### src/sv/rled_pkg.sv
// rled_pkg: shared types and constants for the run list extent decoder.
// Holds channel payload structs, status codes and the front-to-back command word.
// No dependencies.
package rled_pkg;

   localparam int MAX_FIELD_BYTES = 8;
   localparam int CLUSTER_W       = 22;
   localparam logic [CLUSTER_W-1:0] CLUSTER_RESET = 22'd4096;

   localparam int QUEUE_DEPTH = 4;
   localparam int QUEUE_AW    = 2;
   localparam int QUEUE_CW    = 3;

   typedef enum logic {
      KIND_EXTENT = 1'b0,
      KIND_STATUS = 1'b1
   } kind_type;

   typedef enum logic [2:0] {
      ST_OK         = 3'd0,
      ST_BAD_HEADER = 3'd1,
      ST_TRUNCATED  = 3'd2,
      ST_SPARSE     = 3'd3,
      ST_NEGATIVE   = 3'd4,
      ST_EMPTY      = 3'd5
   } status_type;

   typedef struct packed {
      logic [7:0] run_byte;
      logic       last_byte;
   } req_type;

   typedef struct packed {
      kind_type    result_kind;
      logic [63:0] disk_offset;
      logic [63:0] length_bytes;
      status_type  status;
      logic        last_result;
   } rsp_type;

   typedef struct packed {
      kind_type    kind;
      logic        trail_ok;
      logic [62:0] cluster;
      logic [63:0] run_length;
      status_type  status;
   } cmd_type;

endpackage

### src/sv/rled_queue.sv
// rled_queue: short command FIFO between parser and extent multiplier.
// Depends on rled_pkg.
module rled_queue (
   input  logic              clock,
   input  logic              reset,
   input  logic              push,
   input  rled_pkg::cmd_type push_cmd,
   input  logic              pop,
   output rled_pkg::cmd_type head_cmd,
   output logic              empty,
   output logic              full
);

   rled_pkg::cmd_type entry_ff [rled_pkg::QUEUE_DEPTH];
   logic [rled_pkg::QUEUE_AW-1:0] wr_ptr_ff, wr_ptr_in;
   logic [rled_pkg::QUEUE_AW-1:0] rd_ptr_ff, rd_ptr_in;
   logic [rled_pkg::QUEUE_CW-1:0] count_ff, count_in;

   assign empty    = (count_ff == '0);
   assign full     = (count_ff == rled_pkg::QUEUE_CW'(rled_pkg::QUEUE_DEPTH));
   assign head_cmd = entry_ff[rd_ptr_ff];

   always_comb begin
      wr_ptr_in = push ? wr_ptr_ff + 1'b1 : wr_ptr_ff;
      rd_ptr_in = pop ? rd_ptr_ff + 1'b1 : rd_ptr_ff;
      count_in  = count_ff + rled_pkg::QUEUE_CW'(push) - rled_pkg::QUEUE_CW'(pop);
   end

   always_ff @(posedge clock) begin
      if (push) begin
         entry_ff[wr_ptr_ff] <= push_cmd;
      end
   end

   always_ff @(posedge clock) begin
      if (reset) begin
         wr_ptr_ff <= '0;
         rd_ptr_ff <= '0;
         count_ff  <= '0;
      end else begin
         wr_ptr_ff <= wr_ptr_in;
         rd_ptr_ff <= rd_ptr_in;
         count_ff  <= count_in;
      end
   end

endmodule

### config.mk
export PLATFORM = sky130hd
export DESIGN_NAME = rled_queue
export DESIGN_NICKNAME = d
export VERILOG_FILES = /design/src/sv/rled_pkg.sv /design/src/sv/rled_queue.sv
export SDC_FILE = /design/constraint.sdc
export NUM_CORES = 1
export LEC_CHECK = 0
export ABC_CLOCK_PERIOD_IN_PS = 4720
export BUFFER_PORTS_ARGS = -buffer_cell sky130_fd_sc_hd__buf_2
export CORE_MARGIN = 5
export CORE_UTILIZATION = 51
export DETAILED_ROUTE_END_ITERATION = 12
export PLACE_DENSITY = 0.75
export SYNTH_ARGS = -nofsm -noshare
export SYNTH_HDL_FRONTEND = slang
export SYNTH_SLANG_ARGS = --single-unit
### constraint.sdc
create_clock -name clock -period 4.72 [get_ports clock]
set_input_delay 0.944 -clock clock [delete_from_list [all_inputs] [get_ports clock]]
set_output_delay 0.944 -clock clock [all_outputs]
set_load 0.01 [all_outputs]
Word level (Yosys, flattened, before mapping)
Memories as Yosys holds them, arrays and structs flattened. A register that Yosys moved wholly into a read port is not among the register bits.
Cells that the tools add are included.
{ "op_classes": {"muxes": 4, "n_eq_ne": 1, "n_addsub": 4, "n_reduce_logical": 1} }
{ "ops": {"columns": ["cell", "count"], "rows": [
  ["$add A2 B1 Y2 const B", 2],
  ["$mux W2", 2],
  ["$add A3 B1 Y3", 1],
  ["$eq A3 B3 Y1 const B", 1],
  ["$logic_not A3 Y1", 1],
  ["$sub A3 B1 Y3", 1],
  ["$mux W1", 2]
]} }
{ "word_totals": {"n_memories": 1, "wordCells": 14, "out_inout_bits": 134, "ff_bits": 7, "ramBits": 528} }
{ "mem_list": {"columns": ["memory", "depth", "width", "rd", "rd_clocked_by_memory_dff", "wr", "line", "rtl"], "rows": [
  ["entry_ff", 4, 132, 1, 1, 1, "rled_queue.sv:14", "rled_pkg::cmd_type entry_ff [rled_pkg::QUEUE_DEPTH];"]
]} }

Depth between registers and ports, before layout
Gate-level depths: netlist of the first run.
{ "logic_depth": {"depth_word": 3, "depth_mapped": 7} }

Least setup slack after synthesis of the first run
Ideal clock, no wire load.
{ "synth_path": {"kind": "input to register", "start": "input push", "end": "memory entry_ff[0][0] (netlist name), enable pin", "path_buffers": 0, "stages": 1, "arrival_ns": 3.966, "required_ns": 4.214, "setup_slack_ns": 0.248, "path_cell_list": "and2_1"} }
{ "synth_via": {"elab_chain_len": 2} }
{ "synth_rtl": {"columns": ["item", "line", "rtl"], "rows": [
  ["start: declaration", "rled_queue.sv:6", "input logic push,"],
  ["$mux W1", "rled_queue.sv:30", "if (push) begin"],
  ["$mux W1 (implied by the code)", "rled_queue.sv:31", "entry_ff[wr_ptr_ff] <= push_cmd;"],
  ["end: declaration", "rled_queue.sv:14", null]
]} }
No other way between the ends.

==> results.txt, run 1 <==
The largest single stage delay on the critical path is 700 ps. The final setup skew came out at 5.434 ps. The number of antenna violations at the first check in global routing is 11. At the pin with the least slew margin, the transition time is 911.4 ps. Max-cap violations in this run came to 0. The dominant register cell in the synthesized netlist is sky130_fd_sc_hd__edfxtp_1. The clock input transition at the sequential cells of the worst setup and hold paths came out at 60 ps. TritonCTS built the clock tree. For this configuration, the core starts out at a cell density of 51.70%. Routability-driven placement finished with a final weighted congestion of 0.7322.

Setup repair after global routing left no endpoint under its margin. The run finished with clean final reports. The clock insertion delay at the later pin of the skew report is 560 ps. The share of total power dissipated in combinational logic is 9.4%.

The finished layout holds 1593 standard cells, fillers aside. The met2 track demand over resource in global routing came out at 27.79%. The number of cells upsized or downsized after cts is 0.

The buffer levels on the longest clock path came out at 3. The share of the synthesized area in compound gates (AO/OA/AOI/OAI) came out at 0.07710%. Counting flops with a built-in enable in the synthesized netlist gives 528. The flop and latch count out of synthesis is 537. The total iterations of the first detailed-routing run came out at 5. The top-area cell type share of the netlist area is 81.42%. The peak ir drop on the vdd network came out at 427.0 uV. The pin count of the biggest net entering global routing is 83. The net count of the mapped netlist is 875.

The sum of negative setup slack came out at 0 ps. In this run, the number of DRC markers left after iteration 0 of detailed routing was 487. The maximum clock frequency came out at 286.3 MHz. The floorplan has 71 rows. TritonCTS created 52 clock buffers. The synthesized-area fraction occupied by adder cells came out at 0.4883%. The Yosys warning count came out at 0. The arrival time of data at the critical path endpoint came out at 2550 ps. The total area inside the core boundary comes to 0.03767 mm2. After Yosys synthesis, XOR and XNOR cells account for 0.2120% of the synthesized area. The data required time at the worst endpoint came out at 3780 ps.

The global-route track usage on met1 came out at 23.67%. The max-slew violation count is 0. Of all nets on the critical path, the largest fanout is 53. The share of total power dissipated in the clock network is 36.5%. The path type of the worst min-delay path is reg -> reg. The kind of critical path is reg -> out.

The worst slew slack as a fraction of its limit came out at 39.24%. The total via count after detailed routing is 8688. The count of unresolved DRC violations after routing is 0.

The worst setup path is launched from a flop. The via count of the first global-routing pass came out at 9122. The final layout net count came out at 1181.

Summing the sequential cell areas from Yosys gives 82.34% of the chip area. The total setup buffers inserted after CTS came out at 0. The post-DP HPWL is 21810 um. The post-route fraction of the period consumed by the critical path came out at 73.99%. The fraction of layout instances using a drive strength above 1 came out at 45.65%. The count of final setup violators came out at 0.

The main combinational cell family by area after synthesis is multiplexers. The total internal power is 8.041 mW. Cells fill 61.13% of the core in the end. The average cell area after synthesis is 26.60 um2. The count of endpoints failing hold in the final timing report is 0. The average wire length per cell after detail routing is 22.88 um. On the critical path, the stage with the largest delay is an instance of sky130_fd_sc_hd__dfxtp_4. The post-route worst hold slack is 575.5 ps. The final routed wirelength across all metal layers came out at 36450 um. The final antenna-violating net count is 0.

The detailed-route vias per instance is 5.454. The power density normalized to cell area is 445.7 mW/mm2. The floorplan step defined a die boundary enclosing 0.04219 mm2. During placement, the flow inserted port buffers numbering 269. The global routing usage summed across all routing layers is 17.38%. The routed design could run at a clock period as short as 3492 ps. The sequential group share of total power came out at 54.2%. Net switching is 21.64% of the power. The global-route wire length before repair is 54970 um. Summed over all instances, the cell type with the most area after synthesis is sky130_fd_sc_hd__edfxtp_1. The switching power is 2.220 mW. The number of different library cells used by synthesis comes to 20. The signal on the critical path passes through buf_12 -> mux4_2 -> buf_2. The I/O pin count is 270. The fraction of met3 tracks used by global routing came out at 5.626%. After layout, the design draws a total of 10.26 mW. The peak-usage layer in the global routing report is met2. Yosys attributes the largest share of cell area to sky130_fd_sc_hd__edfxtp_1 81%, sky130_fd_sc_hd__mux4_2 15%, sky130_fd_sc_hd__dfxtp_1 0.93%, sky130_fd_sc_hd__buf_6 0.58%, sky130_fd_sc_hd__buf_2 0.39%.

Counting every instance in the synthesized netlist gives 732. The fraction of synthesized area in multiplexers is 15.32%. After clock tree synthesis, the flow added hold-fix buffers numbering 0. The tree is rooted in a sky130_fd_sc_hd__clkbuf_16. The synthesized netlist occupies a cell area of 0.01947 mm2. The leftover overflow at the end of global routing is 0. The worst setup path is captured at a primary output. The H-tree generated during clock tree synthesis spans 2 levels. The die extent in x came out at 205.4 um. The worst path buffer plus inverter count came out at 2. The post-synthesis async set-or-reset flop share is 0%. The number of placed instances with taps included came out at 1495.

Of the total synthesized cell area, the portion taken by AND, OR, NAND and NOR gates is 0.3855%. The layout overhead on the synthesized area came out at 18.23%. Broken down by cell family, the worst path's largest delay share belongs to flip-flops. In this run the vertical extent of the chip is 205.4 um.

The standby leakage power came out at 7.702 nW. The clock net in this run drives a total of 537 sinks.
registers in the layout, summed over array words and instances, names as in the netlist, named ones only:
| name | flops |
|---|---|
| entry_ff | 528 |
| count_ff | 3 |
| rd_ptr_ff | 2 |
| wr_ptr_ff | 2 |
cell families after synthesis:
logic type,count (synthesis)
DFF,537
muxes,133
buffers and inverters,36
and+or+nand+nor,14
adders and majority gates,7
xor gates and xnor gates,3
AOI/OAI and AO/OA,2
synth_stat cells (all sizes together) (2+ instances only):
| cell type | instances |
|---|---|
| edfxtp | 528 |
| mux4 | 132 |
| buf | 25 |
| dfxtp | 9 |
| ha | 6 |
| inv | 6 |
| clkbuf | 5 |
| nor2 | 5 |
| and2 | 4 |
| nor2b | 2 |
| xnor2 | 2 |
metal layers:
layer  vias up  share of wire [%]
met1      4519                 39
met5         -               0.36
li1       3778                  -
met3        61                8.9
met2       312                 50
met4        18                1.6
worst min-delay path: stages (launching register included):
cell	delay (ps)
sky130_fd_sc_hd__dfxtp_1	380
sky130_fd_sc_hd__mux2i_1	90
sky130_fd_sc_hd__nor2_1	70
area by class of cell:
type                    instances  area (um2)
clock buffers                  63        1364
flip-flops and latches        537       16040
multi-input cells             159        3219
fillers                      2622       14640
well taps                     511       639.4
inverters                       6       22.52
clock inverters                33       187.7
repair buffers                282        1544
diodes                          2       5.005
layout by cell type, fill, tap and decap left out, drive strengths merged, types with 3 or more instances in the layout:
cell type	instances
and2	4
buf	282
clkbuf	63
clkinv	28
clkinvlp	3
dfxtp	9
edfxtp	528
ha	6
inv	7
mux4	132
nor2	5
per-stage QoR:
step	worst slack, ps	cell area [um2]
2_1_floorplan	247.5	19470
3_3_place_gp	1731	21470
3_5_place_dp	1743	21470
4_1_cts	1130	23020
5_1_grt	1004	23020
6_report	1228	23020
path summary, 6_finish.rpt:
| kind | from | to | slack [ps] | cells after the start |
|---|---|---|---|---|
| worst max-delay path | flop | head_cmd[97] | 1230 | 3 |
| worst min register to register | wr_ptr_ff[1] | wr_ptr_ff[1] | 580 | 2 |
| worst min-delay path | wr_ptr_ff[1] | wr_ptr_ff[1] | 580 | 2 |
| worst max register to register | wr_ptr_ff[0] | entry_ff[0][37] | 2590 | 4 |
power by group through the flow:
stage / sequential, mW / clock, mW / combinational, mW
after floorplan: 5.64 / 0 / 0.592
final: 5.56 / 3.74 / 0.960
after global placement: 5.65 / 0 / 0.972
after detailed placement: 5.66 / 0 / 0.983
after CTS: 5.56 / 3.85 / 0.988
after global routing: 5.58 / 4.07 / 1.04
Power figures use the tool's default switching activity.
==> run 2, diff against run 1 <==
ABC_AREA = 1   (was default)
ABC_CLOCK_PERIOD_IN_PS = 3500   (was 4720)
CORE_UTILIZATION = 55   (was 51)
PLACE_DENSITY = 0.76   (was 0.75)
clock period = 3.5 ns   (was 4.72 ns; I/O delays follow)
==> run 2 against run 1 <==
- clock skew up 4.3 ps
- die area up 1.3%
- critical path depth rose by 2
- non-clock buffer count increased by 15
- register-to-register slack lost 1400 ps
- sequential power up 34%
- global-route usage grew 1.4 points
- clock power grew 44%
- largest power group unchanged
- combinational power increased by 39%
- via count increased by 43%
- sequential share of layout area fell by 4.8 points
==> results.txt, run 2 <==
The flow ran to the end, and the final reports show no timing, DRC or antenna violations. The standby leakage power came out at 9.599 nW (+25%). The worst setup path is launched from a flop. The clock insertion delay at the later pin of the skew report is 580 ps (+20 ps).

The total iterations of the first detailed-routing run is 5 (unchanged). The via count of the first global-routing pass came out at 12070 (+32%). The global-route wire length before repair came to 62800 um (+14%). The count of distinct cell types in the synthesized netlist was 17 (-15%).

The reg2reg setup slack is 1210 ps (-1380 ps). The smallest setup slack after layout came out at 592.9 ps (-634.7 ps). In this run the worst hold path is classified as in -> reg. Leaving out fill and tap cells, the most frequent cells in the layout are 528 x sky130_fd_sc_hd__edfxtp_1, 276 x sky130_fd_sc_hd__inv_1, 272 x sky130_fd_sc_hd__nand2_1, 269 x sky130_fd_sc_hd__buf_2, 138 x sky130_fd_sc_hd__a21oi_1. The cell sitting at the root of the clock tree is a sky130_fd_sc_hd__clkbuf_16. The average wire length per cell after detail routing was 16.83 um (-26%). The biggest cell delay along the critical path is 620 ps (-80 ps).

The worst path buffer plus inverter count is 2 (unchanged). The area of combinational cells with multiple inputs is 0.003503 mm2 (+8.8%). After synthesis, the cell types taking the most area are sky130_fd_sc_hd__edfxtp_1 74%, sky130_fd_sc_hd__inv_1 4.9%, sky130_fd_sc_hd__nand2_1 4.8%, sky130_fd_sc_hd__o211ai_1 4.7%, sky130_fd_sc_hd__a21oi_1 3.2%. In this run the critical register-to-register path is captured at entry_ff[0][17]. The worst slew slack as a fraction of its limit is 37.75% (-1.5 points). The final routed wirelength across all metal layers is 40880 um (+12%).

STA classifies the critical path endpoint as a primary output. The number of buffers created by CTS is 53 (+1.9%). The arrival time of data at the critical path endpoint came out at 2210 ps (-340 ps). The I/O pin count is 270 (unchanged).

The number of standard cells after synthesis came to 1596 (+120%). The layout filler cell count is 2718 (+3.7%). The length in cells of the worst reg-to-reg path is 5 (+1).

The count of hold-fix buffers inserted at cts is 0 (unchanged). The area of the die is 0.04276 mm2 (+1.3%). The switching portion of total power is 22.75% (+1.1 points). The sequential-to-total area share from yosys stat is 75.30% (-7.0 points). entry_ff holds more flip-flops than any other register.

The number of enable-type register cells in the synthesized netlist is 528 (unchanged). The number of placement rows is 72 (+1.4%). The Yosys warning count is 0 (unchanged). Setup repair after global routing left no endpoint under its margin.

The peak fanout along the critical path is 120 (+130%). The largest registers in the layout are entry_ff x528, count_ff x3. The leftover overflow at the end of global routing came out at 0 (unchanged). In this run the most critical hold path is launched from reset.

The violation count after the first detailed-route iteration is 795 (+63%). The count of endpoints failing hold in the final timing report came to 0 (unchanged). The number of cells upsized or downsized after cts came out at 0 (unchanged). In this run the critical register-to-register path is launched from wr_ptr_ff[0]. The fraction of layout instances using a drive strength above 1 was 20.05% (-26 points).

Static timing analysis puts the maximum clock frequency at 344.0 MHz. The final antenna-violating net count is 0 (unchanged). The clock net sink count came out at 537 (unchanged). Subtracting the final worst setup slack from the clock period gives 2907 ps. The count of unresolved DRC violations after routing is 0 (unchanged). The count of buffers from port buffering came out at 269 (unchanged). The critical path goes through buf_12 -> a21oi_1 -> o21ai_1 -> nand2_1 -> buf_2. The max-slew violation count came out at 0 (unchanged). The part of the power in combinational logic is 9.4% (about the same). The peak ir drop on the vdd network came out at 476.1 uV (+12%). The max-capacitance violation count is 0 (unchanged). The clock network power share is 38.0% (+1.5 points). The total internal power is 10.92 mW (+36%). The count of final setup violators is 0 (unchanged). The clock input transition at the sequential cells of the worst setup and hold paths is 60 ps (about the same). The number of cells on the worst hold path is 2 (unchanged). Among all stages on the critical path, the largest delay is contributed by sky130_fd_sc_hd__dfxtp_4. The layout overhead on the synthesized area is 16.09%. The pin count of the biggest net entering global routing came out at 121 (+46%). The total setup buffers inserted after CTS is 0 (unchanged). The number of antenna violations at the first check in global routing came out at 15 (+4). The non-filler instance count after layout came to 2429 (+52%). The switching power is 3.218 mW (+45%).

The transition time of the tightest slew-check pin came out at 931.9 ps (+20.43 ps). The power density normalized to cell area is 572.0 mW/mm2 (+28%). The final weighted congestion of routability-driven global placement came out at 0.7463 (+1.9%). The final setup skew came out at 9.713 ps (+4.280 ps).

The global routing usage summed across all routing layers came to 18.76% (+1.4 points). The core box area is 0.03847 mm2 (+2.1%). The flop and latch count out of synthesis is 537 (unchanged).

The average cell area after synthesis is 13.34 um2 (-50%). Counting instances in the post-synthesis netlist gives the leading cell types as 528 x sky130_fd_sc_hd__edfxtp_1, 280 x sky130_fd_sc_hd__inv_1, 272 x sky130_fd_sc_hd__nand2_1. The buffer levels on the longest clock path came to 3 (unchanged). The most common cell in the synthesized netlist is sky130_fd_sc_hd__edfxtp_1. The post-synthesis async set-or-reset flop share came out at 0% (unchanged). TritonCTS built the clock tree. The library cell used most frequently in the layout, excluding fill and tap cells, is sky130_fd_sc_hd__edfxtp_1.

The endpoint of the worst hold-timing path is count_ff[0]. Among cell families on the critical path, the largest total delay comes from flip-flops. The cell type with the largest total area after synthesis is sky130_fd_sc_hd__edfxtp_1. The data required time at the worst endpoint came to 2800 ps (-980 ps). The total via count after detailed routing is 12390 (+43%). The sequential group share of total power came to 52.6% (-1.6 points). The overall power consumption came out at 14.14 mW (+38%).

In the finished design, the share of the clock period the worst path needs comes to 83.06%. The number of placed instances with taps included is 2323 (+55%). The top-area cell type share of the netlist area came out at 74.45% (-7.0 points). The post-DP HPWL is 24680 um (+13%).

The initial core utilization is 55.36% (+3.7 points). The net count of the mapped netlist came out at 1739 (+99%). The sum of negative setup slack is 0 ps (unchanged). The final layout net count came to 2003 (+70%).

The flip-flop count of the largest register after layout came out at 528 (unchanged). The most used flip-flop cell after synthesis is sky130_fd_sc_hd__edfxtp_1. The depth of the critical timing path with buffers and inverters included is 5 (+2). The vertical die dimension is 206.8 um (+0.67%). The deepest level of the CTS H-tree is 2 (unchanged). The worst slack after detailed placement came out at 957.3 ps (-785.6 ps). The post-route worst hold slack is 304.5 ps (-271.0 ps). The die extent in x came out at 206.8 um (+0.67%). The storage element area came out at 0.01604 mm2 (unchanged). The kind of critical path is reg -> out. The cell area after synthesis is 0.02130 mm2 (+9.4%). The detailed-route vias per instance came out at 5.101 (-6.5%).
## run 2: cell types whose count changed in the layout (fill, tap and decap cells not counted), sizes merged, moves of 6 or more
cell / before / now
mux4: 132 / 0
o211ai: 0 / 132
buf: 282 / 297
clkinvlp: 3 / 9
a21oi: 1 / 138
nand2: 0 / 272
inv: 7 / 277
o21ai: 0 / 136
## run 2: per-layer routing
layer	track usage [%]	vias up	part of all wire [%]
met5	0	-	0.40
met4	5.949	20	2.2
met3	6.296	80	7.9
met2	32.09	283	50
met1	22.75	5898	39
li1	-	6110	-
## run 2: worst max-delay path by stage
stage,start,end,slack (ps)
4_1_cts,flop,head_cmd[41],560
3_3_place_gp,push,entry_ff[0][20],960
3_5_place_dp,push,entry_ff[0][33],960
6_report,flop,head_cmd[65],590
2_1_floorplan,push,entry_ff[0][0],380
5_1_grt,flop,head_cmd[68],440
## run 2: power by group through the flow
stage	clock, mW	combinational, mW	sequential (mW)
floorplan	0	0.820	7.56
global placement	0	1.31	7.56
detailed placement	0	1.35	7.57
CTS	5.51	1.36	7.44
global route	5.80	1.49	7.45
finish	5.37	1.33	7.43
## run 2: per-stage QoR
stage | area (um2) | util, %
2_1_floorplan | 21310 | -
3_3_place_gp | 23040 | 59.90
3_5_place_dp | 23040 | 59.90
4_1_cts | 24710 | 64.23
5_1_grt | 24720 | 64.25
6_report | 24720 | 64.27
## run 2: cells by family (layout without fill, tap and decap cells)
family	after synthesis	after routing	synth area share, %
flops	537	537	75.30
buf+inv	368	677	8.255
simple gates	278	278	4.912
compound gates	406	406	11.09
fa+ha+maj	7	7	0.4465
other cells	0	6	0
## run 2: area by class of cell
type	count	area share, %
diodes	6	0.06073
inverters	280	4.312
clock inverters	32	0.9767
well taps	518	2.621
flip-flops and latches	537	64.89
multi-input cells	691	14.17
repair buffers	297	7.206
clock buffers	68	5.764
