==> src/sv/rled_pkg.sv <==
// rled_pkg: shared types and constants for the run list extent decoder.
// Holds channel payload structs, status codes and the front-to-back command word.
// No dependencies.
package rled_pkg;

   localparam int MAX_FIELD_BYTES = 8;
   localparam int CLUSTER_W       = 22;
   localparam logic [CLUSTER_W-1:0] CLUSTER_RESET = 22'd4096;

   localparam int QUEUE_DEPTH = 4;
   localparam int QUEUE_AW    = 2;
   localparam int QUEUE_CW    = 3;

   typedef enum logic {
      KIND_EXTENT = 1'b0,
      KIND_STATUS = 1'b1
   } kind_type;

   typedef enum logic [2:0] {
      ST_OK         = 3'd0,
      ST_BAD_HEADER = 3'd1,
      ST_TRUNCATED  = 3'd2,
      ST_SPARSE     = 3'd3,
      ST_NEGATIVE   = 3'd4,
      ST_EMPTY      = 3'd5
   } status_type;

   typedef struct packed {
      logic [7:0] run_byte;
      logic       last_byte;
   } req_type;

   typedef struct packed {
      kind_type    result_kind;
      logic [63:0] disk_offset;
      logic [63:0] length_bytes;
      status_type  status;
      logic        last_result;
   } rsp_type;

   typedef struct packed {
      kind_type    kind;
      logic        trail_ok;
      logic [62:0] cluster;
      logic [63:0] run_length;
      status_type  status;
   } cmd_type;

endpackage

==> src/sv/rled_front.sv <==
// rled_front: byte-wise run list parser; gathers fields, tracks the cluster number.
// Emits one command word per finished run or list end into the queue.
// Depends on rled_pkg.
module rled_front (
   input  logic              clock,
   input  logic              reset,
   input  logic              accept,
   input  rled_pkg::req_type req_data,
   output logic              push,
   output rled_pkg::cmd_type push_cmd
);

   typedef enum logic [3:0] {
      PH_HEADER = 4'b0001,
      PH_LENGTH = 4'b0010,
      PH_OFFSET = 4'b0100,
      PH_ENDED  = 4'b1000
   } phase_type;

   phase_type   phase_ff, phase_in;
   logic [3:0]  len_size_ff, len_size_in;
   logic [3:0]  off_size_ff, off_size_in;
   logic [3:0]  cnt_ff, cnt_in;
   logic [63:0] run_len_ff, run_len_in;
   logic [63:0] delta_ff, delta_in;
   logic [63:0] cluster_ff, cluster_in;
   logic        any_ff, any_in;

   logic [7:0]  b;
   logic        last;
   logic [3:0]  cnt_inc;
   logic [63:0] ins;
   logic [63:0] delta_full;
   logic [63:0] sum;
   logic [3:0]  ls, os;
   logic        cmd_push;
   logic [3:0]  max_sz;

   assign b       = req_data.run_byte;
   assign last    = req_data.last_byte;
   assign cnt_inc = cnt_ff + 4'd1;
   assign ins     = {56'd0, b} << {cnt_ff[2:0], 3'b000};
   assign ls      = b[3:0];
   assign os      = b[7:4];
   assign max_sz  = 4'(rled_pkg::MAX_FIELD_BYTES);

   always_comb begin
      phase_in    = phase_ff;
      len_size_in = len_size_ff;
      off_size_in = off_size_ff;
      cnt_in      = cnt_ff;
      run_len_in  = run_len_ff;
      delta_in    = delta_ff;
      cluster_in  = cluster_ff;
      any_in      = any_ff;
      cmd_push    = 1'b0;
      push_cmd.kind       = rled_pkg::KIND_STATUS;
      push_cmd.trail_ok   = 1'b0;
      push_cmd.cluster    = cluster_ff[62:0];
      push_cmd.run_length = run_len_ff;
      push_cmd.status     = rled_pkg::ST_OK;
      delta_full = delta_ff | ins;
      if (b[7] && (off_size_ff < max_sz)) begin
         delta_full = delta_full | (~64'd0 << {off_size_ff[2:0], 3'b000});
      end
      sum = cluster_ff + delta_full;

      case (phase_ff)
         PH_HEADER: begin
            if (b == 8'd0) begin
               cmd_push        = 1'b1;
               push_cmd.status = any_ff ? rled_pkg::ST_OK : rled_pkg::ST_EMPTY;
               phase_in        = PH_ENDED;
            end else if ((ls == 4'd0) || (ls > max_sz) || (os > max_sz)) begin
               cmd_push        = 1'b1;
               push_cmd.status = rled_pkg::ST_BAD_HEADER;
               phase_in        = PH_ENDED;
            end else if (last) begin
               cmd_push        = 1'b1;
               push_cmd.status = rled_pkg::ST_TRUNCATED;
               phase_in        = PH_ENDED;
            end else begin
               len_size_in = ls;
               off_size_in = os;
               cnt_in      = 4'd0;
               run_len_in  = 64'd0;
               delta_in    = 64'd0;
               phase_in    = PH_LENGTH;
            end
         end
         PH_LENGTH: begin
            run_len_in = run_len_ff | ins;
            cnt_in     = cnt_inc;
            if (cnt_inc >= len_size_ff) begin
               if (off_size_ff == 4'd0) begin
                  cmd_push        = 1'b1;
                  push_cmd.status = rled_pkg::ST_SPARSE;
                  phase_in        = PH_ENDED;
               end else if (last) begin
                  cmd_push        = 1'b1;
                  push_cmd.status = rled_pkg::ST_TRUNCATED;
                  phase_in        = PH_ENDED;
               end else begin
                  cnt_in   = 4'd0;
                  phase_in = PH_OFFSET;
               end
            end else if (last) begin
               cmd_push        = 1'b1;
               push_cmd.status = rled_pkg::ST_TRUNCATED;
               phase_in        = PH_ENDED;
            end
         end
         PH_OFFSET: begin
            delta_in = delta_ff | ins;
            cnt_in   = cnt_inc;
            if (cnt_inc >= off_size_ff) begin
               delta_in   = delta_full;
               cluster_in = sum;
               cmd_push   = 1'b1;
               if (sum[63]) begin
                  push_cmd.status = rled_pkg::ST_NEGATIVE;
                  phase_in        = PH_ENDED;
               end else begin
                  push_cmd.kind     = rled_pkg::KIND_EXTENT;
                  push_cmd.trail_ok = last;
                  push_cmd.cluster  = sum[62:0];
                  any_in            = 1'b1;
                  cnt_in            = 4'd0;
                  phase_in          = last ? PH_ENDED : PH_HEADER;
               end
            end else if (last) begin
               cmd_push        = 1'b1;
               push_cmd.status = rled_pkg::ST_TRUNCATED;
               phase_in        = PH_ENDED;
            end
         end
         default: begin
         end
      endcase

      if (last) begin
         phase_in    = PH_HEADER;
         len_size_in = 4'd0;
         off_size_in = 4'd0;
         cnt_in      = 4'd0;
         run_len_in  = 64'd0;
         delta_in    = 64'd0;
         cluster_in  = 64'd0;
         any_in      = 1'b0;
      end
   end

   assign push = accept && cmd_push;

   always_ff @(posedge clock) begin
      if (reset) begin
         phase_ff    <= PH_HEADER;
         len_size_ff <= 4'd0;
         off_size_ff <= 4'd0;
         cnt_ff      <= 4'd0;
         run_len_ff  <= 64'd0;
         delta_ff    <= 64'd0;
         cluster_ff  <= 64'd0;
         any_ff      <= 1'b0;
      end else if (accept) begin
         phase_ff    <= phase_in;
         len_size_ff <= len_size_in;
         off_size_ff <= off_size_in;
         cnt_ff      <= cnt_in;
         run_len_ff  <= run_len_in;
         delta_ff    <= delta_in;
         cluster_ff  <= cluster_in;
         any_ff      <= any_in;
      end
   end

endmodule

==> config.mk <==
export PLATFORM = sky130hd
export DESIGN_NAME = rled_front
export DESIGN_NICKNAME = d
export VERILOG_FILES = /design/src/sv/rled_pkg.sv /design/src/sv/rled_front.sv
export SDC_FILE = /design/constraint.sdc
export NUM_CORES = 1
export LEC_CHECK = 0
export BUFFER_PORTS_ARGS = -buffer_cell sky130_fd_sc_hd__buf_2
export CAP_MARGIN = 20
export CORE_MARGIN = 2
export CORE_UTILIZATION = 50
export CTS_BUF_LIST = sky130_fd_sc_hd__clkbuf_4
export CTS_CLUSTER_SIZE = 12
export DETAILED_ROUTE_END_ITERATION = 10
export PLACE_DENSITY = 0.68
export SYNTH_ARGS = -nofsm -noshare
export SYNTH_HDL_FRONTEND = slang
export SYNTH_SLANG_ARGS = --single-unit
==> constraint.sdc <==
create_clock -name clock -period 4.9 [get_ports clock]
set_input_delay 0.245 -clock clock [delete_from_list [all_inputs] [get_ports clock]]
set_output_delay 0.245 -clock clock [all_outputs]
set_load 0.1 [all_outputs]
# Word-level counts from Yosys, hierarchy flattened
# Cells that the tools add are included.
classes:
  order_cmp: 5
  bitwise_logic: 3
  shift: 2
  n_reduce_logical: 20
  eq_ne: 10
  n_addsub: 2
  mux: 58
ops:
  columns: ["cell", "count"]
  rows:
  - ["$mux 64", 9]
  - ["$pmux 64 s2", 2]
  - ["$mux 65", 3]
  - ["$or 64x64->64", 3]
  - ["$mux 4", 22]
  - ["$add 64x64->64", 1]
  - ["$shl 64x6->64 const A", 1]
  - ["$shl 8x6->64", 1]
  - ["$pmux 4 s3", 2]
  - ["$reduce_and 4->1", 6]
  - ["$mux 3", 6]
  - ["$ne 3x3->1 const B", 4]
  - ["$mux 1", 10]
  - ["$pmux 3 s3", 1]
  - ["$ge 4x4->1", 2]
  - ["$gt 4x4->1 const B", 2]
  - ["$logic_not 4->1", 2]
  - ["$logic_not 8->1", 1]
  - ["$ne 2x2->1 const B", 3]
  - ["$reduce_bool 2->1", 3]
  - ["$reduce_bool 3->1", 2]
  - ["$add 4x1->4 const B", 1]
  - ["$eq 4x1->1 const B", 1]
  - ["$eq 4x2->1 const B", 1]
  - ["8 further kinds", 11]
word_totals:
  register_bits: 209
  inputBits: 12

# Longest topological paths before layout
# Gate-level depths: netlist of the first run.
depth:
  ltp_word: 9
  depth_mapped: 18
  depth_no_buf: 16

# Least setup slack after synthesis of the first run
# No wires, ideal clock.
synth_timing:
  kind: "flip-flop to output port"
  start: "reg cnt_ff[0]"
  end: "out push_cmd[126] (netlist name)"
  t_arrival_ns: 5.929
  t_required_ns: 4.655
  slack_ns: -1.274
  stages_incl_launch_ff: 18
  cell_sequence: "dfxtp_1 clkbuf_1 nand2b_1 nor2_1 nand2_1 or3b_2 ha_1 clkbuf_1 a21oi_1 o21ai_1 a22oi_1 a21oi_1 nor4_1 o31ai_4 xnor2_2 nand2_4 buf_2 o21ai_0"
synth_lines:
  columns: ["item", "line_no", "rtl"]
  rows:
  - ["from (decl)", "rled_front.sv:23", "logic [3:0] cnt_ff, cnt_in;"]
  - ["from (signal assigned)", "rled_front.sv:169", "cnt_ff <= cnt_in;"]
  - ["to (decl)", "rled_front.sv:10", "output rled_pkg::cmd_type push_cmd"]

==> results of run 1 <==
==> worst min-delay path, stage by stage <==
cell	delay [ns]
buf_2	0.12
buf_4	0.20
nand4_1	0.10
a21oi_1	0.06
==> path summary, 6_finish.rpt <==
| path | start | end | cells past startpoint |
|---|---|---|---|
| max | cnt_ff[0] | push_cmd[115] | 19 |
| min | req_data[8] | off_size_ff[3] | 4 |
| max reg2reg | cnt_ff[1] | cluster_ff[53] | 12 |
| min reg2reg | len_size_ff[2] | len_size_ff[2] | 2 |
==> state kept, by name, summed over array words and instances (netlist names) <==
| signal | flops |
|---|---|
| off_size_ff | 4 |
| cnt_ff | 4 |
| run_len_ff | 64 |
| any_ff | 1 |
| delta_ff | 64 |
| cluster_ff | 64 |
| len_size_ff | 4 |
| phase_ff | 4 |
==> area by class of cell <==
type,count,area [µm²]
Sequential cell,209,4200
Multi-Input combinational cell,1344,9000
Clock inverter,28,156
Clock buffer,68,510
Inverter,20,75.1
Timing Repair Buffer,253,2670
Antenna cell,1,2.50
Tap cell,330,413
Fill cell,2090,8160
==> metrics by stage <==
step                      util, %  worst slack [ns]
after global placement       59.6            -0.137
after detailed placement     59.6           -0.0977
after floorplan                 -           0.00562
after CTS                    66.5            -0.132
after global routing         67.6            -0.339
final                        67.6            -0.183
==> what timing repair did <==
action,in CTS,in global routing
gates resized for setup,163,54
endpoints found under the hold margin,39,0
pin swaps,45,31
gates cloned,1,1
setup buffers,33,11
hold buffers,11,0
endpoints found under the setup margin,66,66
==> where the power goes <==
part / switching, W / internal [W] / total, W / leakage (nW)
logic: 0.000356 / 0.000160 / 0.000516 / 5.01
registers: 0.00000490 / 0.00170 / 0.00171 / 1.69
clock network: 0.000776 / 0.000716 / 0.00149 / 0.385
total: 0.00114 / 0.00258 / 0.00372 / 7.09
==> kinds of logic after synthesis <==
group | share of synthesized area, %
AND/OR/NAND/NOR | 24.9
AO/OA/AOI/OAI | 21.7
flip-flops | 32.6
buffers and inverters | 4.17
adder cells (fa/ha/maj) | 7.17
XOR/XNOR | 4.49
multiplexers | 5.00
==> layer usage <==
| layer | GRT usage (%) | vias up | part of all wire [%] |
|---|---|---|---|
| met5 | 0 | - | 0 |
| met4 | 10.4 | 0 | 3.1 |
| met3 | 6.59 | 100 | 7.5 |
| met2 | 49.8 | 474 | 47 |
| met1 | 38.7 | 6213 | 42 |
| li1 | - | 6401 | - |
==> Yosys cell counts (3+ instances only) <==
cell type,number
nor2_1,325
a21oi_1,221
dfxtp_1,209
nand2_1,182
clkbuf_1,88
ha_1,72
o21ai_0,55
mux2_1,53
a22oi_1,46
or3b_2,40
xnor2_1,38
nand4_1,35
xor2_1,26
a21o_1,25
nor3_1,25
inv_1,20
o21ai_1,20
nor2b_1,17
a22o_1,15
nand3_1,15
nand2b_1,10
nand3b_1,10
nor4_1,10
a211oi_1,9
buf_2,8
o21bai_1,8
buf_1,6
buf_6,6
a221oi_1,5
a31oi_1,5
and3_1,5
o31ai_1,5
mux2_2,4
a211oi_2,3
a21boi_0,3
o211ai_1,3
o22ai_1,3
or2_2,3
==> metrics, run 1 <==
outcome finished, violations left; violated checks setup timing; total iterations of the first detailed-routing run 5; first-pass GRT wire length 64.9 mm; area grow syn2layout 32.5%; hold slack 0.0648 ns; final period utilization 104%; Port Buffers 144; Placer Congestion 1.01; Die Y-Extent 164 µm; Unique masters post-synth 73; Crit Path Max Fanout 8; commonest register cell after synthesis dfxtp_1; yosys warns 0; number of global-route vias before repair 12,500; sequential area share after synthesis 32.6%; Via density 5.85; leading area contributor after synthesis dfxtp_1; Slew Viols, Final 0; CTS tree yes; Worst setup EP type primary output; CTS max path bufs 3; DP Area 15,000 µm²; synthesized area 12,800 µm²; most frequent cells in the layout nor2_1 (319), a21oi_1 (207), dfxtp_1 (202); Initial Util 51.0%; die outline width 164 µm; total core area 25,200 µm²; Worst VDD drop 0.244 mV; Final Total Pwr 0.00372 W; FMAX 197 MHz; DR WL/cell 18.6 µm; Worst Tran Pin Value 1.13 ns; H-tree Lvls 2; EDFF count, synth 0; PnR worst setup slack -0.183 ns; Post-synth ARST share 0%; share of layout cells above drive strength 1 28.5%; RSZ-0062 raised after global routing true; ANT nets after route 0; CP Cell Sequence buf_4 -> nand2b_4 -> nor2_2 -> nand2_1 -> or3b_2 -> ha_4 -> a21o_1 -> nand2b_4 -> nor3_1 -> o21ai_2 -> a211oi_4 -> buf_6 -> o31ai_4 -> xnor2_2 -> nand2_4 -> buf_16 -> buf_8 -> mux2_4 -> buf_12; top cell type's share of synthesized area 32.6%; WL final 41.9 mm; ranking of synthesized cells by area dfxtp_1 (33%), nor2_1 (9.5%), a21oi_1 (8.6%), ha_1 (7.0%), nand2_1 (5.3%); clk_skew 0.0688 ns; WS Path Type register to primary output; nets@finish 1,969; DIE AREA 27,000 µm²; slowest CP cell or3b_2; cts bufs inserted 56; DP HPWL 28.8 mm; placed cells 2,101; Most Frequent Cell on Critical Path nand2b_4; Syn Inst Count 1,681; clock root cell clkbuf_4; num ports 145; most common cell after layout, fill and taps aside nor2_1; GRT overflow 0; largest net degree at the start of global routing 69; DR iter-0 viols 1,122; DRC viols 0; Final Hold Viols 0; clk sinks 209; Synth Net Count 1,766; Worst-Skew Late Latency 0.75 ns; initial antenna violation count 1; min Tclk post-route 5.08 ns; setup_tns -5.95 ns; Rows 58; Slew headroom 23.9%; Leakage 7.09 nW; worst reg-to-reg setup slack 0.75 ns; crit path DAT 4.84 ns; final instance area 17,000 µm²; fin cells 2,253; Max Cap Violations 0; syn_area_per_cell 7.64 µm²; Finish-stage setup viols 64; Vias 13,200; Hold Path Class primary input to register; Req. time, crit path 4.66 ns; pwr dens 218 nW/µm²; slowest stage delay, CP 0.48 ns; startpoint types register; worst path bufs/invs 5; crit-path leading delay family simple AND/OR/NAND/NOR gates; Total GRT Usage 30.1%; Clock transition at path regs 0.07 ns; register bit total from synthesis 209
Note: power is estimated with default switching activity, not from simulation.
==> inputs of run 2 (changes only) <==
CTS_BUF_LIST = sky130_fd_sc_hd__clkbuf_8   (was sky130_fd_sc_hd__clkbuf_4)
==> run 2 against run 1 <==
The flow now finishes without violations. Count of clock-buffer cells in the layout shrank 23. Die area is the same. Critical path depth shrank 2. Combinational power grew 1%. Largest cell class unchanged.
==> metrics, run 2 (synthesis results as in run 1) <==
outcome completed; nets@finish 1,946; min Tclk post-route 4.88 ns; DP Area 15,000 µm²; H-tree Lvls 2; ANT nets after route 0; biggest regs cluster_ff x64, delta_ff x64, run_len_ff x64; Final Hold Viols 0; clk_skew 0.0223 ns; CTS max path bufs 3; Worst Tran Pin Value 1.13 ns; GRT overflow 0; largest net degree at the start of global routing 69; Placer Congestion 1.01; number of global-route vias before repair 12,200; hold buffer count at cts 0; initial antenna violation count 2; pwr dens 225 nW/µm²; die outline width 164 µm; cts bufs inserted 37; most common cell after layout, fill and taps aside nor2_1; Worst setup EP type primary output; clk sinks 209; DRC viols 0; CTS tree yes; share of layout cells above drive strength 1 28.3%; Port Buffers 144; Hold Path Class primary input to register; Via density 5.89; most frequent cells in the layout nor2_1 (318), a21oi_1 (206), dfxtp_1 (202); Worst VDD drop 0.223 mV; Crit Path Max Fanout 17; Finish-stage setup viols 0; total iterations of the first detailed-routing run 5; WS Path Type register to primary output; FMAX 205 MHz; crit path DAT 4.64 ns; setup_tns 0 ns; RSZ-0062 raised after global routing true; Total GRT Usage 30.1%; Slew headroom 24.4%; Initial Util 51.0%; startpoint types register; Slew Viols, Final 0; total core area 25,200 µm²; clock root cell clkbuf_8; Leakage 7.11 nW; Clock transition at path regs 0.06 ns; DP HPWL 28.8 mm; Rows 58; final instance area 17,100 µm²; Worst-Skew Late Latency 0.56 ns; Die Y-Extent 164 µm; Max Cap Violations 0; first-pass GRT wire length 64.7 mm; DR iter-0 viols 1,110; area grow syn2layout 32.8%; Req. time, crit path 4.66 ns; DR WL/cell 19.1 µm; Vias 13,100; Fillers 2,042; DIE AREA 27,000 µm²; WL final 42.3 mm; num ports 145; final period utilization 99.7%
-- run 2: cell types whose count changed in the layout (fill, tap and decap cells not counted), moves of 3 or more --
cell / previous run / this run
buf_4: 89 / 96
o21ai_0: 50 / 47
mux2_2: 46 / 41
dlygate4sd3_1: 11 / 0
mux2_1: 4 / 9
o21ai_1: 13 / 17
clkbuf_8: 0 / 45
clkbuf_4: 68 / 1
inv_1: 19 / 28
clkinv_1: 22 / 0
-- run 2: through the flow --
stage                     utilization [%]  hold slack [ns]  power [W]  worst slack, ns  std cells
after global routing                 67.7           0.0513    0.00397          -0.0841       2214
after floorplan                         -            0.431    0.00206          0.00562       1681
after CTS                            65.1           0.0604    0.00380          0.00117       2183
after global placement               59.6            0.440    0.00220           -0.137       2100
final                                67.7           0.0838    0.00383           0.0155       2214
after detailed placement             59.6            0.447    0.00220          -0.0977       2101
-- run 2: final cells by class --
type | count | area (µm²) | area share, %
timing repair buffer | 249 | 2620 | 15.4
multi-input combinational | 1344 | 9040 | 53.0
clock inverter | 16 | 90.1 | 0.528
antenna | 1 | 2.50 | 0.0147
sequential | 209 | 4200 | 24.6
tap | 330 | 413 | 2.42
inverter | 20 | 75.1 | 0.440
clock buffer | 45 | 619 | 3.63
-- run 2: per-layer routing --
metal	global-route usage, %	vias to the layer above	wire length (µm)
li1	-	6308	-
met1	39.4	6144	18100
met2	49.3	504	19800
met3	6.41	93	3240
met4	10.2	2	1150
met5	0	-	13
-- run 2: power breakdown --
group | internal (W) | switching [W]
Combinational | 0.000163 | 0.000359
Sequential | 0.00170 | 0.00000501
Clock | 0.000836 | 0.000768
-- run 2: critical path: stages, from the launching register on --
cell	delay (ns)
dfxtp_4	0.41
nand2b_4	0.17
nor2_2	0.09
nand2_1	0.09
or3b_2	0.48
ha_4	0.26
a21o_1	0.23
nand2b_4	0.17
nor3_2	0.14
o21ai_2	0.15
a211oi_4	0.44
o31ai_4	0.17
xnor2_2	0.24
nand2_4	0.15
buf_12	0.23
buf_16	0.16
mux2_4	0.32
buf_12	0.17
-- run 2: repair_timing --
item	in CTS	in global routing
resized for setup	132	93
gates cloned	3	0
setup endpoints to repair	66	65
setup buffers	18	33
pin swaps	29	54
-- run 2: final timing paths --
kind / to / slack (ns) / depth (start not counted) / start
worst max-delay path: push_cmd[117] / 0.02 / 17 / cnt_ff[1]
worst min-delay path: off_size_ff[1] / 0.08 / 3 / req_data[6]
worst max register to register: cluster_ff[57] / 0.72 / 13 / cnt_ff[1]
worst min register to register: len_size_ff[2] / 0.45 / 2 / len_size_ff[2]
==> inputs of run 3 (changes only) <==
BUFFER_PORTS_ARGS = -buffer_cell sky130_fd_sc_hd__buf_4   (was -buffer_cell sky130_fd_sc_hd__buf_2)
CTS_CLUSTER_DIAMETER = 120   (was unset)
==> run 3 against run 2 <==
Clock skew hardly changed. Sequential power hardly changed. Setup slack better by 0.0072 ns. Highest routed layer is now met4. Count of clock-buffer cells in the layout is 24 lower. Utilization is 1.1 points lower. Register-to-register slack hardly changed. Largest power group unchanged. Die area stayed put. Critical path type unchanged. First-iteration DRC count is 7.6% lower.
==> metrics, run 3 (synthesis results as in run 1) <==
GRT overflow 0; total iterations of the first detailed-routing run 5; num ports 145; pwr dens 194 nW/µm²; DP HPWL 28.7 mm; CTS max path bufs 3; switching power 0.00100 W; Port Buffers 144; Final Hold Viols 0; die outline width 164 µm; WS Path Type register to primary output; Req. time, crit path 4.66 ns; min Tclk post-route 4.88 ns; Worst setup EP type primary output; setup_tns 0 ns; Leakage 6.95 nW; ANT nets after route 0; Vias 13,100; clk sinks 209; Clock transition at path regs 0.09 ns; Sequential Power Share 52.4%; Fillers 2,135; Hold Path Class primary input to register; H-tree Lvls 1; Total GRT Usage 30.4%; DR iter-0 viols 1,026; largest net degree at the start of global routing 76; Max Cap Violations 0; worst-case reg-to-reg path depth 12; most frequent cells in the layout nor2_1 (316), dfxtp_1 (202), a21oi_1 (201); area grow syn2layout 30.7%; share of layout cells above drive strength 1 28.1%; Switching Share 30.8%; Combinational Power Share 16.0%; Critical R2R Launch cnt_ff[0]; cts bufs inserted 21; Worst Setup EP push_cmd[118]; CP startpoint cnt_ff[0]; Worst Tran Pin Value 1.09 ns; initial antenna violation count 1; Via density 6.01; Clk pwr share 31.6%; Critical R2R Capture cluster_ff[47]; register area 4210 µm²; FMAX 205 MHz; DRC viols 0; worst reg-to-reg setup slack 0.72 ns; first-pass GRT wire length 65.1 mm; DIE AREA 27,000 µm²; outcome completed; final instance area 16,800 µm²; internal power 0.00225 W; biggest regs cluster_ff x64, delta_ff x64, run_len_ff x64; Finish-stage setup viols 0; Placer Congestion 0.977; RSZ-0062 raised after global routing true; Worst VDD drop 0.171 mV; clock root cell clkbuf_8; final period utilization 99.5%; DR WL/cell 20.2 µm; nets@finish 1,941; Die Y-Extent 164 µm; crit path DAT 4.63 ns; CTS tree yes; WL final 44.1 mm; antenna cells 0; multi-input logic area 9050 µm²; startpoint types register; Rows 58; Worst-Skew Late Latency 0.57 ns; number of global-route vias before repair 12,000; Slew Viols, Final 0; DP Area 14,400 µm²; Initial Util 51.0%; most common cell after layout, fill and taps aside nor2_1; Crit Path Max Fanout 12; clk_skew 0.0223 ns; Slew headroom 26.8%; total core area 25,200 µm²
==> run 3: cell count changes in the layout (fill, tap and decap cells not counted), moves of 6 or more <==
cell and change:
buf_4 +92, buf_2 -76, clkbuf_8 -24, buf_12 -22, buf_6 +13, inv_1 -10, mux2_1 +9, mux2_2 -8
o21ai_4 +6
==> run 3: routing by layer <==
layer	GRT usage, %	wire (µm)
met4	11.5	1940
met3	5.61	3310
met2	49.0	20000
met1	40.4	18800
met5	0	0
==> run 3: repair_timing <==
item,CTS,global route
setup buffers,13,33
setup endpoints to repair,66,66
cloned,4,4
endpoints found under the hold margin,2,0
hold buffers,1,0
pin swaps,27,38
resized for setup,150,220
==> run 3: how the worst min path moves through the flow <==
stage | start | endpoint | slack (ns) | cells past startpoint
2_1_floorplan | delta_ff[24] | delta_ff[24] | 0.43 | 2
3_3_place_gp | cnt_ff[3] | cnt_ff[3] | 0.44 | 2
3_5_place_dp | len_size_ff[3] | len_size_ff[3] | 0.44 | 2
4_1_cts | req_data[5] | off_size_ff[0] | 0.05 | 3
5_1_grt | req_data[5] | off_size_ff[0] | 0.06 | 3
6_report | req_data[5] | off_size_ff[0] | 0.07 | 3
==> run 3: metrics by stage <==
step	hold slack (ns)	setup slack, ns	total power, W	cells	util, %
2_1_floorplan	0.431	0.00562	0.00206	1681	-
3_3_place_gp	0.439	0.0848	0.00220	2106	57.3
3_5_place_dp	0.444	0.0801	0.00220	2108	57.3
4_1_cts	0.0515	0.000706	0.00322	2149	62.0
5_1_grt	0.0575	-0.118	0.00336	2186	66.7
6_report	0.0747	0.0227	0.00326	2186	66.7
==> run 3: layout make-up <==
type | count | share of cell area (%)
Clock buffer | 21 | 1.72
Clock inverter | 2 | 0.0969
Inverter | 20 | 0.447
Multi-Input combinational cell | 1344 | 53.9
Sequential cell | 209 | 25.0
Tap cell | 330 | 2.46
Timing Repair Buffer | 260 | 16.4
==> run 3: worst max-delay path, cell delays in order, from the launching register on <==
cell      delay, ns
dfxtp_4        0.43
nand2b_4       0.19
nor2_4         0.08
nand2_1        0.09
or3b_2         0.49
ha_1           0.33
buf_4          0.16
nand4_1        0.22
nor2_4         0.24
nand2_1        0.12
nor3b_2        0.28
nor4_4         0.08
o31ai_4        0.12
xnor2_2        0.19
nand2_4        0.11
buf_12         0.22
buf_16         0.17
mux2_1         0.34
buf_6          0.19
==> run 3: power by group through the flow <==
stage	combinational, W	clock, W	sequential [W]
after global placement	0.000456	0	0.00175
after CTS	0.000473	0.00105	0.00171
after floorplan	0.000296	0	0.00177
after detailed placement	0.000456	0	0.00175
after global routing	0.000556	0.00110	0.00171
final	0.000520	0.00103	0.00171
